<file path="config.mk">
export PLATFORM = sky130hd
export DESIGN_NAME = kalman_angle_bias_filter
export DESIGN_NICKNAME = d
export VERILOG_FILES = /design/src/rtl/kab_pkg.sv /design/src/rtl/kab_mul.sv /design/src/rtl/kab_div.sv /design/src/rtl/kalman_angle_bias_filter.sv
export SDC_FILE = /design/constraint.sdc
export NUM_CORES = 2
export LEC_CHECK = 0
export BUFFER_PORTS_ARGS = -buffer_cell sky130_fd_sc_hd__buf_4
export CAP_MARGIN = 5
export CORE_UTILIZATION = 30
export DETAILED_ROUTE_END_ITERATION = 6
export GPL_TIMING_DRIVEN = 0
export PLACE_DENSITY_LB_ADDON = 0.05
export SYNTH_ARGS = -nofsm -noshare
export SYNTH_HDL_FRONTEND = slang
export SYNTH_SLANG_ARGS = --single-unit
export TNS_END_PERCENT = 1
</file>
<file path="constraint.sdc">
create_clock -name clk -period 7.6 [get_ports clk]
set_input_delay 0.38 -clock clk [delete_from_list [all_inputs] [get_ports clk]]
set_output_delay 0.38 -clock clk [all_outputs]
set_load 0.03 [all_outputs]
</file>
<file path="src/rtl/kab_pkg.sv">
// shared item types, register codes and fixed-point constants for the angle/bias filter
package kab_pkg;

  // fraction bits of covariance entries and gains
  localparam int FRAC_COV = 28;

  // configuration register port
  localparam int CFG_IDX_W = 3;
  localparam int CFG_DATA_W = 31;

  localparam logic [CFG_IDX_W-1:0] REG_ANGLE_NOISE = 3'd0;
  localparam logic [CFG_IDX_W-1:0] REG_BIAS_NOISE  = 3'd1;
  localparam logic [CFG_IDX_W-1:0] REG_MEAS_NOISE  = 3'd2;
  localparam logic [CFG_IDX_W-1:0] REG_TIME_STEP   = 3'd3;

  // register reset values, unsigned Q3.28
  localparam logic [CFG_DATA_W-1:0] RST_ANGLE_NOISE = 31'd268435;
  localparam logic [CFG_DATA_W-1:0] RST_BIAS_NOISE  = 31'd805306;
  localparam logic [CFG_DATA_W-1:0] RST_MEAS_NOISE  = 31'd134217728;
  localparam logic [CFG_DATA_W-1:0] RST_TIME_STEP   = 31'd1073742;

  // input item: accelerometer angle and gyro rate, signed Q12.20
  typedef struct packed {
    logic signed [31:0] measured_angle;
    logic signed [31:0] gyro_rate;
  } in_item_t;

  // result item: filtered angle, gyro bias, saturation flag
  typedef struct packed {
    logic signed [31:0] angle_estimate;
    logic signed [31:0] bias_estimate;
    logic               overflow_flag;
  } out_item_t;

endpackage

</file>
<file path="src/rtl/kab_mul.sv">
// bit-serial signed multiplier with round-to-nearest rescale and saturation
module kab_mul #(
  parameter int W  = 32,
  parameter int MW = 32
) (
  input  logic                clk,
  input  logic                rst_n,
  input  logic                start,
  input  logic signed [MW:0]  a,
  input  logic signed [MW:0]  b,
  output logic                done,
  output logic signed [W-1:0] prod,
  output logic                ovf
);

  localparam int PW = 2 * MW;
  localparam int CW = $clog2(MW + 1);
  localparam int FR = kab_pkg::FRAC_COV;
  localparam int MAGW = PW - FR;

  logic          busy_r;
  logic          done_r;
  logic [CW-1:0] cnt_r;
  logic          neg_r;
  logic [MW-1:0] am_r;
  logic [MW-1:0] bsh_r;
  logic [PW-1:0] acc_r;
  logic [W-1:0]  prod_r;
  logic          ovf_r;

  logic [MW:0]   a_abs;
  logic [MW:0]   b_abs;
  logic [MW:0]   psum;
  logic [PW-1:0] acc_nxt;
  logic [PW-1:0] rnd;
  logic [MAGW-1:0] mag;
  logic [W-1:0]  lim;
  logic          over;
  logic [W-1:0]  sel;
  logic [W-1:0]  res;

  // operand magnitudes
  assign a_abs = a[MW] ? (-a) : a;
  assign b_abs = b[MW] ? (-b) : b;

  // one multiplier bit per cycle, product shifts in from the top
  assign psum    = {1'b0, acc_r[PW-1:MW]} + {1'b0, (bsh_r[0] ? am_r : {MW{1'b0}})};
  assign acc_nxt = {psum, acc_r[MW-1:1]};

  // round half away from zero on the magnitude, drop fraction, saturate
  assign rnd  = acc_r + ({{(PW-1){1'b0}}, 1'b1} << (FR - 1));
  assign mag  = rnd[PW-1:FR];
  assign lim  = {1'b0, {(W-1){1'b1}}} + {{(W-1){1'b0}}, neg_r};
  assign over = (|mag[MAGW-1:W]) || (mag[W-1:0] > lim);
  assign sel  = over ? lim : mag[W-1:0];
  assign res  = neg_r ? (~sel + {{(W-1){1'b0}}, 1'b1}) : sel;

  always_ff @(posedge clk) begin
    if (!rst_n) begin
      busy_r <= 1'b0;
      done_r <= 1'b0;
      cnt_r  <= '0;
    end else begin
      done_r <= 1'b0;
      if (start) begin
        busy_r <= 1'b1;
        cnt_r  <= '0;
        am_r   <= a_abs[MW-1:0];
        bsh_r  <= b_abs[MW-1:0];
        acc_r  <= '0;
        neg_r  <= a[MW] ^ b[MW];
      end else if (busy_r) begin
        if (cnt_r == CW'(MW)) begin
          busy_r <= 1'b0;
          done_r <= 1'b1;
          prod_r <= res;
          ovf_r  <= over;
        end else begin
          acc_r <= acc_nxt;
          bsh_r <= {1'b0, bsh_r[MW-1:1]};
          cnt_r <= cnt_r + CW'(1);
        end
      end
    end
  end

  assign done = done_r;
  assign prod = prod_r;
  assign ovf  = ovf_r;

endmodule

</file>
<file path="src/rtl/kab_div.sv">
// bit-serial restoring divider for (n << 28) / d, truncating, saturated, zero on zero divisor
module kab_div #(
  parameter int W = 32
) (
  input  logic                clk,
  input  logic                rst_n,
  input  logic                start,
  input  logic signed [W-1:0] n,
  input  logic signed [W-1:0] d,
  output logic                done,
  output logic signed [W-1:0] quot,
  output logic                ovf
);

  localparam int FR = kab_pkg::FRAC_COV;
  localparam int NB = W + FR;
  localparam int CW = $clog2(NB + 1);

  logic          busy_r;
  logic          done_r;
  logic [CW-1:0] cnt_r;
  logic          neg_r;
  logic          zero_r;
  logic          big_r;
  logic [NB-1:0] num_r;
  logic [W-1:0]  ud_r;
  logic [W-1:0]  rem_r;
  logic [W-1:0]  q_r;
  logic [W-1:0]  quot_r;
  logic          ovf_r;

  logic [W-1:0]  un;
  logic [W-1:0]  ud;
  logic [W:0]    rs;
  logic [W:0]    rdiff;
  logic          ge;
  logic [W-1:0]  lim;
  logic          over;
  logic [W-1:0]  sel;
  logic [W-1:0]  res;

  assign un = n[W-1] ? (-n) : n;
  assign ud = d[W-1] ? (-d) : d;

  // one quotient bit per cycle
  assign rs    = {rem_r, num_r[NB-1]};
  assign rdiff = rs - {1'b0, ud_r};
  assign ge    = (rs >= {1'b0, ud_r});

  // saturate the magnitude and apply the sign
  assign lim  = {1'b0, {(W-1){1'b1}}} + {{(W-1){1'b0}}, neg_r};
  assign over = big_r || (q_r > lim);
  assign sel  = over ? lim : q_r;
  assign res  = neg_r ? (~sel + {{(W-1){1'b0}}, 1'b1}) : sel;

  always_ff @(posedge clk) begin
    if (!rst_n) begin
      busy_r <= 1'b0;
      done_r <= 1'b0;
      cnt_r  <= '0;
    end else begin
      done_r <= 1'b0;
      if (start) begin
        busy_r <= 1'b1;
        cnt_r  <= '0;
        neg_r  <= n[W-1] ^ d[W-1];
        zero_r <= (d == '0);
        big_r  <= 1'b0;
        num_r  <= {un, {FR{1'b0}}};
        ud_r   <= ud;
        rem_r  <= '0;
        q_r    <= '0;
      end else if (busy_r) begin
        if (cnt_r == CW'(NB)) begin
          busy_r <= 1'b0;
          done_r <= 1'b1;
          quot_r <= zero_r ? '0 : res;
          ovf_r  <= !zero_r && over;
        end else begin
          rem_r <= ge ? rdiff[W-1:0] : rs[W-1:0];
          q_r   <= {q_r[W-2:0], ge};
          big_r <= big_r | q_r[W-1];
          num_r <= {num_r[NB-2:0], 1'b0};
          cnt_r <= cnt_r + CW'(1);
        end
      end
    end
  end

  assign done = done_r;
  assign quot = quot_r;
  assign ovf  = ovf_r;

endmodule

</file>
<file path="src/rtl/kalman_angle_bias_filter.sv">
// top level: two-state angle/gyro-bias filter with a serial multiply/divide sequencer
//
//   channel  direction  handshake            payload
//   in_      in         in_valid / in_stall  in_data   (kab_pkg::in_item_t)
//   out_     out        out_valid / out_stall out_data (kab_pkg::out_item_t)
//   cfg_     in         cfg_valid / cfg_ready cfg_index, cfg_data
//
// One item at a time. The bit-serial multiplier (ten products) and the restoring
// divider (two gains) do the arithmetic; MW is the larger of DATA_WIDTH and 31.
// Reset is synchronous, active low, and restores the register defaults and filter
// state. A finished item waits in the output register while out_stall is high;
// the next input item is taken meanwhile.
module kalman_angle_bias_filter #(
  parameter int DATA_WIDTH = 32
) (
  input  logic                                   clk,
  input  logic                                   rst_n,
  input  logic                                   in_valid,
  output logic                                   in_stall,
  input  kab_pkg::in_item_t                      in_data,
  output logic                                   out_valid,
  input  logic                                   out_stall,
  output kab_pkg::out_item_t                     out_data,
  input  logic                                   cfg_valid,
  output logic                                   cfg_ready,
  input  logic [kab_pkg::CFG_IDX_W-1:0]          cfg_index,
  input  logic [kab_pkg::CFG_DATA_W-1:0]         cfg_data
);

  localparam int W   = DATA_WIDTH;
  localparam int MW  = (W > 31) ? W : 31;
  localparam int OPW = MW + 1;
  localparam int SW  = MW + 2;
  localparam int CFW = kab_pkg::CFG_DATA_W;

  localparam logic signed [SW-1:0] HI = {{(SW-W+1){1'b0}}, {(W-1){1'b1}}};
  localparam logic signed [SW-1:0] LO = ~HI;
  localparam logic signed [SW-1:0] O_HI = {{(SW-31){1'b0}}, {31{1'b1}}};
  localparam logic signed [SW-1:0] O_LO = ~O_HI;
  localparam logic signed [SW-1:0] ONE_SW = {{(SW-1){1'b0}}, 1'b1} << kab_pkg::FRAC_COV;

  // sequencer states
  localparam logic [1:0] S_IDLE  = 2'd0;
  localparam logic [1:0] S_ISSUE = 2'd1;
  localparam logic [1:0] S_WAIT  = 2'd2;
  localparam logic [1:0] S_DONE  = 2'd3;

  // step codes
  localparam logic [3:0] OP_PRED_ANGLE = 4'd0;
  localparam logic [3:0] OP_PRED_AA    = 4'd1;
  localparam logic [3:0] OP_PRED_AB    = 4'd2;
  localparam logic [3:0] OP_PRED_BB    = 4'd3;
  localparam logic [3:0] OP_GAIN_K0    = 4'd4;
  localparam logic [3:0] OP_GAIN_K1    = 4'd5;
  localparam logic [3:0] OP_UPD_BA     = 4'd6;
  localparam logic [3:0] OP_UPD_BB     = 4'd7;
  localparam logic [3:0] OP_UPD_AA     = 4'd8;
  localparam logic [3:0] OP_UPD_AB     = 4'd9;
  localparam logic [3:0] OP_CORR_ANGLE = 4'd10;
  localparam logic [3:0] OP_CORR_BIAS  = 4'd11;

  function automatic logic signed [SW-1:0] sxw(input logic signed [W-1:0] v);
    sxw = {{(SW-W){v[W-1]}}, v};
  endfunction

  function automatic logic signed [SW-1:0] sx32(input logic signed [31:0] v);
    sx32 = {{(SW-32){v[31]}}, v};
  endfunction

  function automatic logic signed [SW-1:0] zx31(input logic [CFW-1:0] v);
    zx31 = {{(SW-CFW){1'b0}}, v};
  endfunction

  function automatic logic signed [OPW-1:0] opx(input logic signed [W-1:0] v);
    opx = {{(OPW-W){v[W-1]}}, v};
  endfunction

  function automatic logic signed [W-1:0] clampv(input logic signed [SW-1:0] v);
    logic signed [W-1:0] r;
    if (v > HI) r = HI[W-1:0];
    else if (v < LO) r = LO[W-1:0];
    else r = v[W-1:0];
    clampv = r;
  endfunction

  function automatic logic clampf(input logic signed [SW-1:0] v);
    clampf = (v > HI) || (v < LO);
  endfunction

  function automatic logic signed [31:0] out32(input logic signed [W-1:0] v);
    logic signed [SW-1:0] e;
    logic signed [31:0]   r;
    e = sxw(v);
    if (e > O_HI) r = O_HI[31:0];
    else if (e < O_LO) r = O_LO[31:0];
    else r = e[31:0];
    out32 = r;
  endfunction

  function automatic logic out32f(input logic signed [W-1:0] v);
    out32f = (sxw(v) > O_HI) || (sxw(v) < O_LO);
  endfunction

  // control and configuration
  logic [1:0]     state_r, state_nxt;
  logic [3:0]     op_r, op_nxt;
  logic [CFW-1:0] apn_r, bpn_r, mn_r, dt_r;
  logic           ovf_r, ovf_nxt;
  logic           out_valid_r, out_valid_nxt;
  kab_pkg::out_item_t out_data_r, out_data_nxt;

  // filter state and per-item values
  logic signed [W-1:0] meas_r, meas_nxt;
  logic signed [W-1:0] rate_r, rate_nxt;
  logic signed [W-1:0] angle_r, angle_nxt;
  logic signed [W-1:0] bias_r, bias_nxt;
  logic signed [W-1:0] caa_r, caa_nxt;
  logic signed [W-1:0] cab_r, cab_nxt;
  logic signed [W-1:0] cba_r, cba_nxt;
  logic signed [W-1:0] cbb_r, cbb_nxt;
  logic signed [W-1:0] k0_r, k0_nxt;
  logic signed [W-1:0] k1_r, k1_nxt;
  logic signed [W-1:0] err_r, err_nxt;
  logic signed [W-1:0] var_r, var_nxt;

  // arithmetic unit hookup
  logic                  mul_start, mul_done, mul_ovf;
  logic signed [OPW-1:0] mul_a, mul_b;
  logic signed [W-1:0]   mul_p;
  logic                  div_start, div_done, div_ovf;
  logic signed [W-1:0]   div_n, div_d, div_q;

  // operand terms
  logic signed [SW-1:0] rb_sum, apn_sum, daa_sum, dab_sum, dbb_sum, err_sum, var_sum;
  logic signed [W-1:0]  var_c;
  logic signed [OPW-1:0] dt_op;

  kab_mul #(.W(W), .MW(MW)) u_mul (
    .clk   (clk),
    .rst_n (rst_n),
    .start (mul_start),
    .a     (mul_a),
    .b     (mul_b),
    .done  (mul_done),
    .prod  (mul_p),
    .ovf   (mul_ovf)
  );

  kab_div #(.W(W)) u_div (
    .clk   (clk),
    .rst_n (rst_n),
    .start (div_start),
    .n     (div_n),
    .d     (div_d),
    .done  (div_done),
    .quot  (div_q),
    .ovf   (div_ovf)
  );

  // prediction and gain terms from current state
  always_comb begin
    rb_sum  = sxw(rate_r) - sxw(bias_r);
    apn_sum = zx31(apn_r) - sxw(cab_r);
    daa_sum = sxw(clampv(apn_sum)) - sxw(cba_r);
    dab_sum = -sxw(cbb_r);
    dbb_sum = zx31(bpn_r);
    err_sum = sxw(meas_r) - sxw(angle_r);
    var_sum = zx31(mn_r) + sxw(caa_r);
    var_c   = clampv(var_sum);
    dt_op   = {{(OPW-CFW){1'b0}}, dt_r};
  end

  // operand select per step
  always_comb begin
    mul_a = '0;
    mul_b = '0;
    div_n = caa_r;
    div_d = var_c;
    case (op_r)
      OP_PRED_ANGLE: begin mul_a = opx(clampv(rb_sum)); mul_b = dt_op; end
      OP_PRED_AA:    begin mul_a = opx(clampv(daa_sum)); mul_b = dt_op; end
      OP_PRED_AB:    begin mul_a = opx(clampv(dab_sum)); mul_b = dt_op; end
      OP_PRED_BB:    begin mul_a = opx(clampv(dbb_sum)); mul_b = dt_op; end
      OP_GAIN_K1:    begin div_n = cba_r; div_d = var_r; end
      OP_UPD_BA:     begin mul_a = opx(k1_r); mul_b = opx(caa_r); end
      OP_UPD_BB:     begin mul_a = opx(k1_r); mul_b = opx(cab_r); end
      OP_UPD_AA:     begin mul_a = opx(k0_r); mul_b = opx(caa_r); end
      OP_UPD_AB:     begin mul_a = opx(k0_r); mul_b = opx(cab_r); end
      OP_CORR_ANGLE: begin mul_a = opx(k0_r); mul_b = opx(err_r); end
      OP_CORR_BIAS:  begin mul_a = opx(k1_r); mul_b = opx(err_r); end
      default: ;
    endcase
  end

  // sequencer
  always_comb begin
    state_nxt     = state_r;
    op_nxt        = op_r;
    ovf_nxt       = ovf_r;
    meas_nxt      = meas_r;
    rate_nxt      = rate_r;
    angle_nxt     = angle_r;
    bias_nxt      = bias_r;
    caa_nxt       = caa_r;
    cab_nxt       = cab_r;
    cba_nxt       = cba_r;
    cbb_nxt       = cbb_r;
    k0_nxt        = k0_r;
    k1_nxt        = k1_r;
    err_nxt       = err_r;
    var_nxt       = var_r;
    out_data_nxt  = out_data_r;
    out_valid_nxt = out_valid_r && out_stall;
    mul_start     = 1'b0;
    div_start     = 1'b0;

    unique case (state_r)
      S_IDLE: begin
        if (in_valid) begin
          meas_nxt  = clampv(sx32(in_data.measured_angle));
          rate_nxt  = clampv(sx32(in_data.gyro_rate));
          ovf_nxt   = clampf(sx32(in_data.measured_angle)) | clampf(sx32(in_data.gyro_rate));
          op_nxt    = OP_PRED_ANGLE;
          state_nxt = S_ISSUE;
        end
      end

      S_ISSUE: begin
        state_nxt = S_WAIT;
        case (op_r)
          OP_PRED_ANGLE: begin mul_start = 1'b1; ovf_nxt = ovf_r | clampf(rb_sum); end
          OP_PRED_AA: begin
            mul_start = 1'b1;
            ovf_nxt   = ovf_r | clampf(apn_sum) | clampf(daa_sum);
          end
          OP_PRED_AB: begin mul_start = 1'b1; ovf_nxt = ovf_r | clampf(dab_sum); end
          OP_PRED_BB: begin mul_start = 1'b1; ovf_nxt = ovf_r | clampf(dbb_sum); end
          OP_GAIN_K0: begin
            div_start = 1'b1;
            err_nxt   = clampv(err_sum);
            var_nxt   = var_c;
            ovf_nxt   = ovf_r | clampf(err_sum) | clampf(var_sum);
          end
          OP_GAIN_K1: div_start = 1'b1;
          default: mul_start = 1'b1;
        endcase
      end

      S_WAIT: begin
        if (mul_done || div_done) begin
          case (op_r)
            OP_PRED_ANGLE: begin
              angle_nxt = clampv(sxw(angle_r) + sxw(mul_p));
              ovf_nxt   = ovf_r | mul_ovf | clampf(sxw(angle_r) + sxw(mul_p));
            end
            OP_PRED_AA: begin
              caa_nxt = clampv(sxw(caa_r) + sxw(mul_p));
              ovf_nxt = ovf_r | mul_ovf | clampf(sxw(caa_r) + sxw(mul_p));
            end
            OP_PRED_AB: begin
              cab_nxt = clampv(sxw(cab_r) + sxw(mul_p));
              cba_nxt = clampv(sxw(cba_r) + sxw(mul_p));
              ovf_nxt = ovf_r | mul_ovf | clampf(sxw(cab_r) + sxw(mul_p))
                        | clampf(sxw(cba_r) + sxw(mul_p));
            end
            OP_PRED_BB: begin
              cbb_nxt = clampv(sxw(cbb_r) + sxw(mul_p));
              ovf_nxt = ovf_r | mul_ovf | clampf(sxw(cbb_r) + sxw(mul_p));
            end
            OP_GAIN_K0: begin k0_nxt = div_q; ovf_nxt = ovf_r | div_ovf; end
            OP_GAIN_K1: begin k1_nxt = div_q; ovf_nxt = ovf_r | div_ovf; end
            OP_UPD_BA: begin
              cba_nxt = clampv(sxw(cba_r) - sxw(mul_p));
              ovf_nxt = ovf_r | mul_ovf | clampf(sxw(cba_r) - sxw(mul_p));
            end
            OP_UPD_BB: begin
              cbb_nxt = clampv(sxw(cbb_r) - sxw(mul_p));
              ovf_nxt = ovf_r | mul_ovf | clampf(sxw(cbb_r) - sxw(mul_p));
            end
            OP_UPD_AA: begin
              caa_nxt = clampv(sxw(caa_r) - sxw(mul_p));
              ovf_nxt = ovf_r | mul_ovf | clampf(sxw(caa_r) - sxw(mul_p));
            end
            OP_UPD_AB: begin
              cab_nxt = clampv(sxw(cab_r) - sxw(mul_p));
              ovf_nxt = ovf_r | mul_ovf | clampf(sxw(cab_r) - sxw(mul_p));
            end
            OP_CORR_ANGLE: begin
              angle_nxt = clampv(sxw(angle_r) + sxw(mul_p));
              ovf_nxt   = ovf_r | mul_ovf | clampf(sxw(angle_r) + sxw(mul_p));
            end
            OP_CORR_BIAS: begin
              bias_nxt = clampv(sxw(bias_r) + sxw(mul_p));
              ovf_nxt  = ovf_r | mul_ovf | clampf(sxw(bias_r) + sxw(mul_p));
            end
            default: ;
          endcase
          if (op_r == OP_CORR_BIAS) begin
            state_nxt = S_DONE;
          end else begin
            op_nxt    = op_r + 4'd1;
            state_nxt = S_ISSUE;
          end
        end
      end

      S_DONE: begin
        // hand the item to the output register once it is free
        if (!out_valid_r || !out_stall) begin
          out_data_nxt.angle_estimate = out32(angle_r);
          out_data_nxt.bias_estimate  = out32(bias_r);
          out_data_nxt.overflow_flag  = ovf_r | out32f(angle_r) | out32f(bias_r);
          out_valid_nxt               = 1'b1;
          state_nxt                   = S_IDLE;
        end
      end

      default: state_nxt = S_IDLE;
    endcase
  end

  // configuration registers
  always_ff @(posedge clk) begin
    if (!rst_n) begin
      apn_r <= kab_pkg::RST_ANGLE_NOISE;
      bpn_r <= kab_pkg::RST_BIAS_NOISE;
      mn_r  <= kab_pkg::RST_MEAS_NOISE;
      dt_r  <= kab_pkg::RST_TIME_STEP;
    end else if (cfg_valid) begin
      unique case (cfg_index)
        kab_pkg::REG_ANGLE_NOISE: apn_r <= cfg_data;
        kab_pkg::REG_BIAS_NOISE:  bpn_r <= cfg_data;
        kab_pkg::REG_MEAS_NOISE:  mn_r  <= cfg_data;
        kab_pkg::REG_TIME_STEP:   dt_r  <= cfg_data;
        default: ;
      endcase
    end
  end

  // control and filter state
  always_ff @(posedge clk) begin
    if (!rst_n) begin
      state_r     <= S_IDLE;
      op_r        <= OP_PRED_ANGLE;
      ovf_r       <= 1'b0;
      out_valid_r <= 1'b0;
      angle_r     <= '0;
      bias_r      <= '0;
      caa_r       <= clampv(ONE_SW);
      cab_r       <= '0;
      cba_r       <= '0;
      cbb_r       <= clampv(ONE_SW);
    end else begin
      state_r     <= state_nxt;
      op_r        <= op_nxt;
      ovf_r       <= ovf_nxt;
      out_valid_r <= out_valid_nxt;
      angle_r     <= angle_nxt;
      bias_r      <= bias_nxt;
      caa_r       <= caa_nxt;
      cab_r       <= cab_nxt;
      cba_r       <= cba_nxt;
      cbb_r       <= cbb_nxt;
    end
  end

  // per-item payload
  always_ff @(posedge clk) begin
    meas_r     <= meas_nxt;
    rate_r     <= rate_nxt;
    k0_r       <= k0_nxt;
    k1_r       <= k1_nxt;
    err_r      <= err_nxt;
    var_r      <= var_nxt;
    out_data_r <= out_data_nxt;
  end

  assign in_stall  = (state_r != S_IDLE);
  assign out_valid = out_valid_r;
  assign out_data  = out_data_r;
  assign cfg_ready = 1'b1;

endmodule

</file>
==> run metrics <==
Gate power share 0.319; largest net degree at the start of global routing 55; Die W 488.3 um; Area Overhead vs Synth 16.90%; nets 9664; Avg Synthesized Cell Area 8.358 sq um; max FFs per register 65; clock sink count 896; Hold Path Class in -> reg; Starting Density 0.3016; final hold vios 0; R2R Setup Slk -900 ps; average wire per standard cell 28.08 um; die area 0.2384 sq mm; DR vias a little under 70k; drt first-iter violations just under 7k; cell area after layout roughly 0.083 sq mm; fin crit share 1.118; GRT Overall Usage 0.2795; PnR worst setup slack -895.3 ps; Max-Cap Viols 0; vias in the first global route 63.64k; # rows around 180; predominant post-synthesis flop cell edfxtp_1; power share of the sequential group 0.339; Post-Syn Area around 0.07 sq mm; asr flop ratio synth 0; Crit path arrival time 9120 ps; CTS tree done; H-tree Lvls 3; type of the worst setup path reg -> reg; root buf cell clkbuf_16; Max Slew Vio Count 0; Psw 6452 uW; Core ar. 0.2352 sq mm; Yosys cell types roughly 120; CP required 8230 ps; Slew @ Worst Pin roughly 1500 ps; CP Cell Sequence inv_1 -> ha_1 -> clkbuf_1 -> nor4b_1 -> nor4_1 -> a211oi_1 -> o211ai_1 -> a221oi_1 -> o211a_1 -> nor3_1 -> a31oi_1 -> a31oi_1 -> nor3_1 -> nand4b_1 -> o31ai_1 -> o211ai_1; Worst Reg-to-Reg Cells 16; YS warnings 0; Worst Setup EP ovf_r; die height 488.3 um; IO Pins roughly 170; Yosys reg bits 896; Period minus WS final 8495 ps; cells after synthesis 8488; dpl cell area 0.07686 sq mm; fraction of layout cells with a size suffix above 1 0.06952; Inserted Clock Buffers around 120; Critical Path Fanout Max 9; Clk network pwr share 0.341; status finished with violations; critical path depth 16; Routed Antenna Nets 0; clock buffer depth 3; Residual DRC 1; clock transition at the registers of the reported paths 70 ps; TNS Setup -28240 ps; WHS 69.59 ps; FILL cells approximately 25k; GRT Residual Overflow 0; violated checks DRC, setup timing; first-pass GRT wire length approximately 480000 um; IO Port Bufs 104; post-DP HPWL approximately 270000 um; setup violators final 89; Highest Clock Rate approximately 120 MHz; Setup crit end kind flop; Skew-Pair Late Insertion Delay roughly 840 ps; Slowest-stage cell, CP edfxtp_1; FF/Latch Area 0.02354 sq mm; antenna violations before repair 47; drt total wl 342200 um; crit path from u_mul.prod[4]; post-synthesis net count 9234; Inst Count DP 11.81k; switching share of total power 0.3650; area of the multi-input gates 0.04433 sq mm; R2R Path Start u_mul.prod[4]; Max VDD drop 0.0001907 V; leakage power around 0.032 uW; CP Buf/Inv Count 2; drt first pass iters 7; vias per cell 5.531; reg-to-reg endpoint ovf_r; Worst path max stage delay 1230 ps; Pwr Density 213.2 mW/mm^2; Clock Skews around 110 ps; gp weighted congestion 1.021; sequential share of the synthesized area 0.3313; Post-synth EDFFs 556; startpoint type of the worst setup path flop; cell-internal power between 10000 and 15000 uW; RSZ-0062 raised after global routing true; relative slew slack 0.03188; Top delay family on crit path compound AO/OA/AOI/OAI gates; Layout Cells excl Fill 12.19k
## cells by family (layout without fill, tap and decap cells)
family | after synthesis | after routing | share of synthesized area
other cells | 1 | 19 | 0.00005286
xor+xnor | 666 | 666 | 0.08233
flops | 896 | 896 | 0.3313
fa+ha+maj | 690 | 690 | 0.1218
buf+inv | 989 | 1520 | 0.05287
mux | 66 | 66 | 0.009400
compound gates | 2644 | 2644 | 0.2343
simple gates | 2536 | 2536 | 0.1679
## layout by cell type, fill, tap and decap left out, types with 86 or more instances in the layout
cell	count
xor2_1	237
and2_1	107
dfxtp_1	330
a31oi_1	86
buf_4	162
nand3_1	259
dlygate4sd3_1	97
clkbuf_16	123
nand2_1	822
nor3_1	153
a21o_1	180
inv_1	442
xnor2_1	426
o21ai_0	681
clkbuf_1	502
a21oi_1	790
ha_1	615
edfxtp_1	556
nand2b_1	96
nor2_1	655
## cell type report
type	count	area share
multi-input cells	6603	0.5345
well taps	3150	0.04752
repair buffers	311	0.03760
clock buffers	148	0.03889
flip-flops and latches	896	0.2838
inverters	444	0.02010
clock inverters	72	0.01086
diodes	18	0.0005431
plain buffers	545	0.02615
## worst register-to-register path, stage by stage, from the launching register on
cell	delay [ps]
edfxtp_1	1230
inv_1	770
ha_1	500
clkbuf_1	310
nor4b_1	490
nor4_1	120
a211oi_1	610
o211ai_1	370
a221oi_1	820
o211a_1	350
nor3_1	60
a31oi_1	770
a31oi_1	290
nor3_1	820
nand4b_1	170
o31ai_1	530
o211ai_1	160
## synthesized netlist by cell type (18+ instances only)
library cell	instances	area (sq um)
a21oi_1	797	3989
a22oi_1	78	585.6
nand3b_1	18	135.1
and2_1	108	675.7
o21ai_1	22	110.1
o31ai_1	84	630.6
buf_1	28	105.1
xnor2_1	427	3740
a211o_1	18	157.7
a32o_1	34	340.3
nor2b_1	80	500.5
nor2_1	664	2492
clkbuf_1	506	1899
or3_1	51	319.1
or2_2	22	137.6
nand2b_1	98	613.1
o21ai_0	700	3503
a31oi_1	87	544.3
a41oi_1	19	166.4
nand2_1	823	3089
a222oi_1	30	300.3
nand4_1	54	337.8
and3_1	62	387.9
xor2_1	238	2085
o21bai_1	81	608.1
ha_1	626	7833
dfxtp_1	340	6807
o31a_1	18	157.7
a221oi_1	43	376.6
o211ai_1	63	473.0
o22ai_1	20	125.1
o21a_1	76	570.6
nand3_1	261	1306
maj3_1	47	470.5
inv_1	443	1663
nor3_1	158	790.8
a211oi_1	68	510.5
nor4_1	45	281.5
mux2i_1	61	610.6
a21o_1	181	1359
edfxtp_1	556	16700
a21boi_0	24	180.2
## power by group through the flow
| stage | Combinational [uW] | Clock (uW) | Sequential (uW) |
|---|---|---|---|
| after floorplan | 3380 | 0 | 6090 |
| after global placement | 5220 | 0 | 6180 |
| after detailed placement | 5310 | 0 | 6110 |
| after CTS | 5510 | 6170 | 6010 |
| after global routing | 6110 | 6330 | 6040 |
| final | 5640 | 6040 | 6000 |
## per-stage QoR
step	util	power, uW	setup WS (ps)
2_1_floorplan	-	9477	-49.36
3_3_place_gp	0.3223	11400	-5141
3_5_place_dp	0.3268	11420	-2324
4_1_cts	0.3508	17690	-924.7
5_1_grt	0.3525	18480	-1029
6_report	0.3526	17680	-895.3
## how the worst min path moves through the flow
stage / start / to / slack (ps) / cells after the start
final: cfg_index[1] / apn_r[2] / 70 / 4
after global routing: cfg_index[1] / mn_r[30] / 60 / 5
after CTS: cfg_index[1] / mn_r[30] / 3 / 5
after detailed placement: u_div.quot[8] / k0_r[8] / 430 / 0
after global placement: u_div.quot[8] / k0_r[8] / 420 / 0
after floorplan: u_div.quot[0] / k0_r[0] / 420 / 0
## layer usage
layer / track usage / up-vias / part of all wire
met4: 0.1369 / 4 / 0.056
met5: 0 / - / 0.000061
li1: - / 31528 / -
met1: 0.3871 / 32883 / 0.45
met2: 0.4245 / 2490 / 0.43
met3: 0.03734 / 501 / 0.067
## timing repair
action / in CTS / in global routing
hold buffers: 97 / 0
buffers inserted: 27 / 15
pin swaps: 31 / 23
gates resized for setup: 96 / 48
cloned: 2 / 0
endpoints found under the hold margin: 197 / 0
endpoints found under the setup margin: 101 / 108
Power figures use the tool's default switching activity.
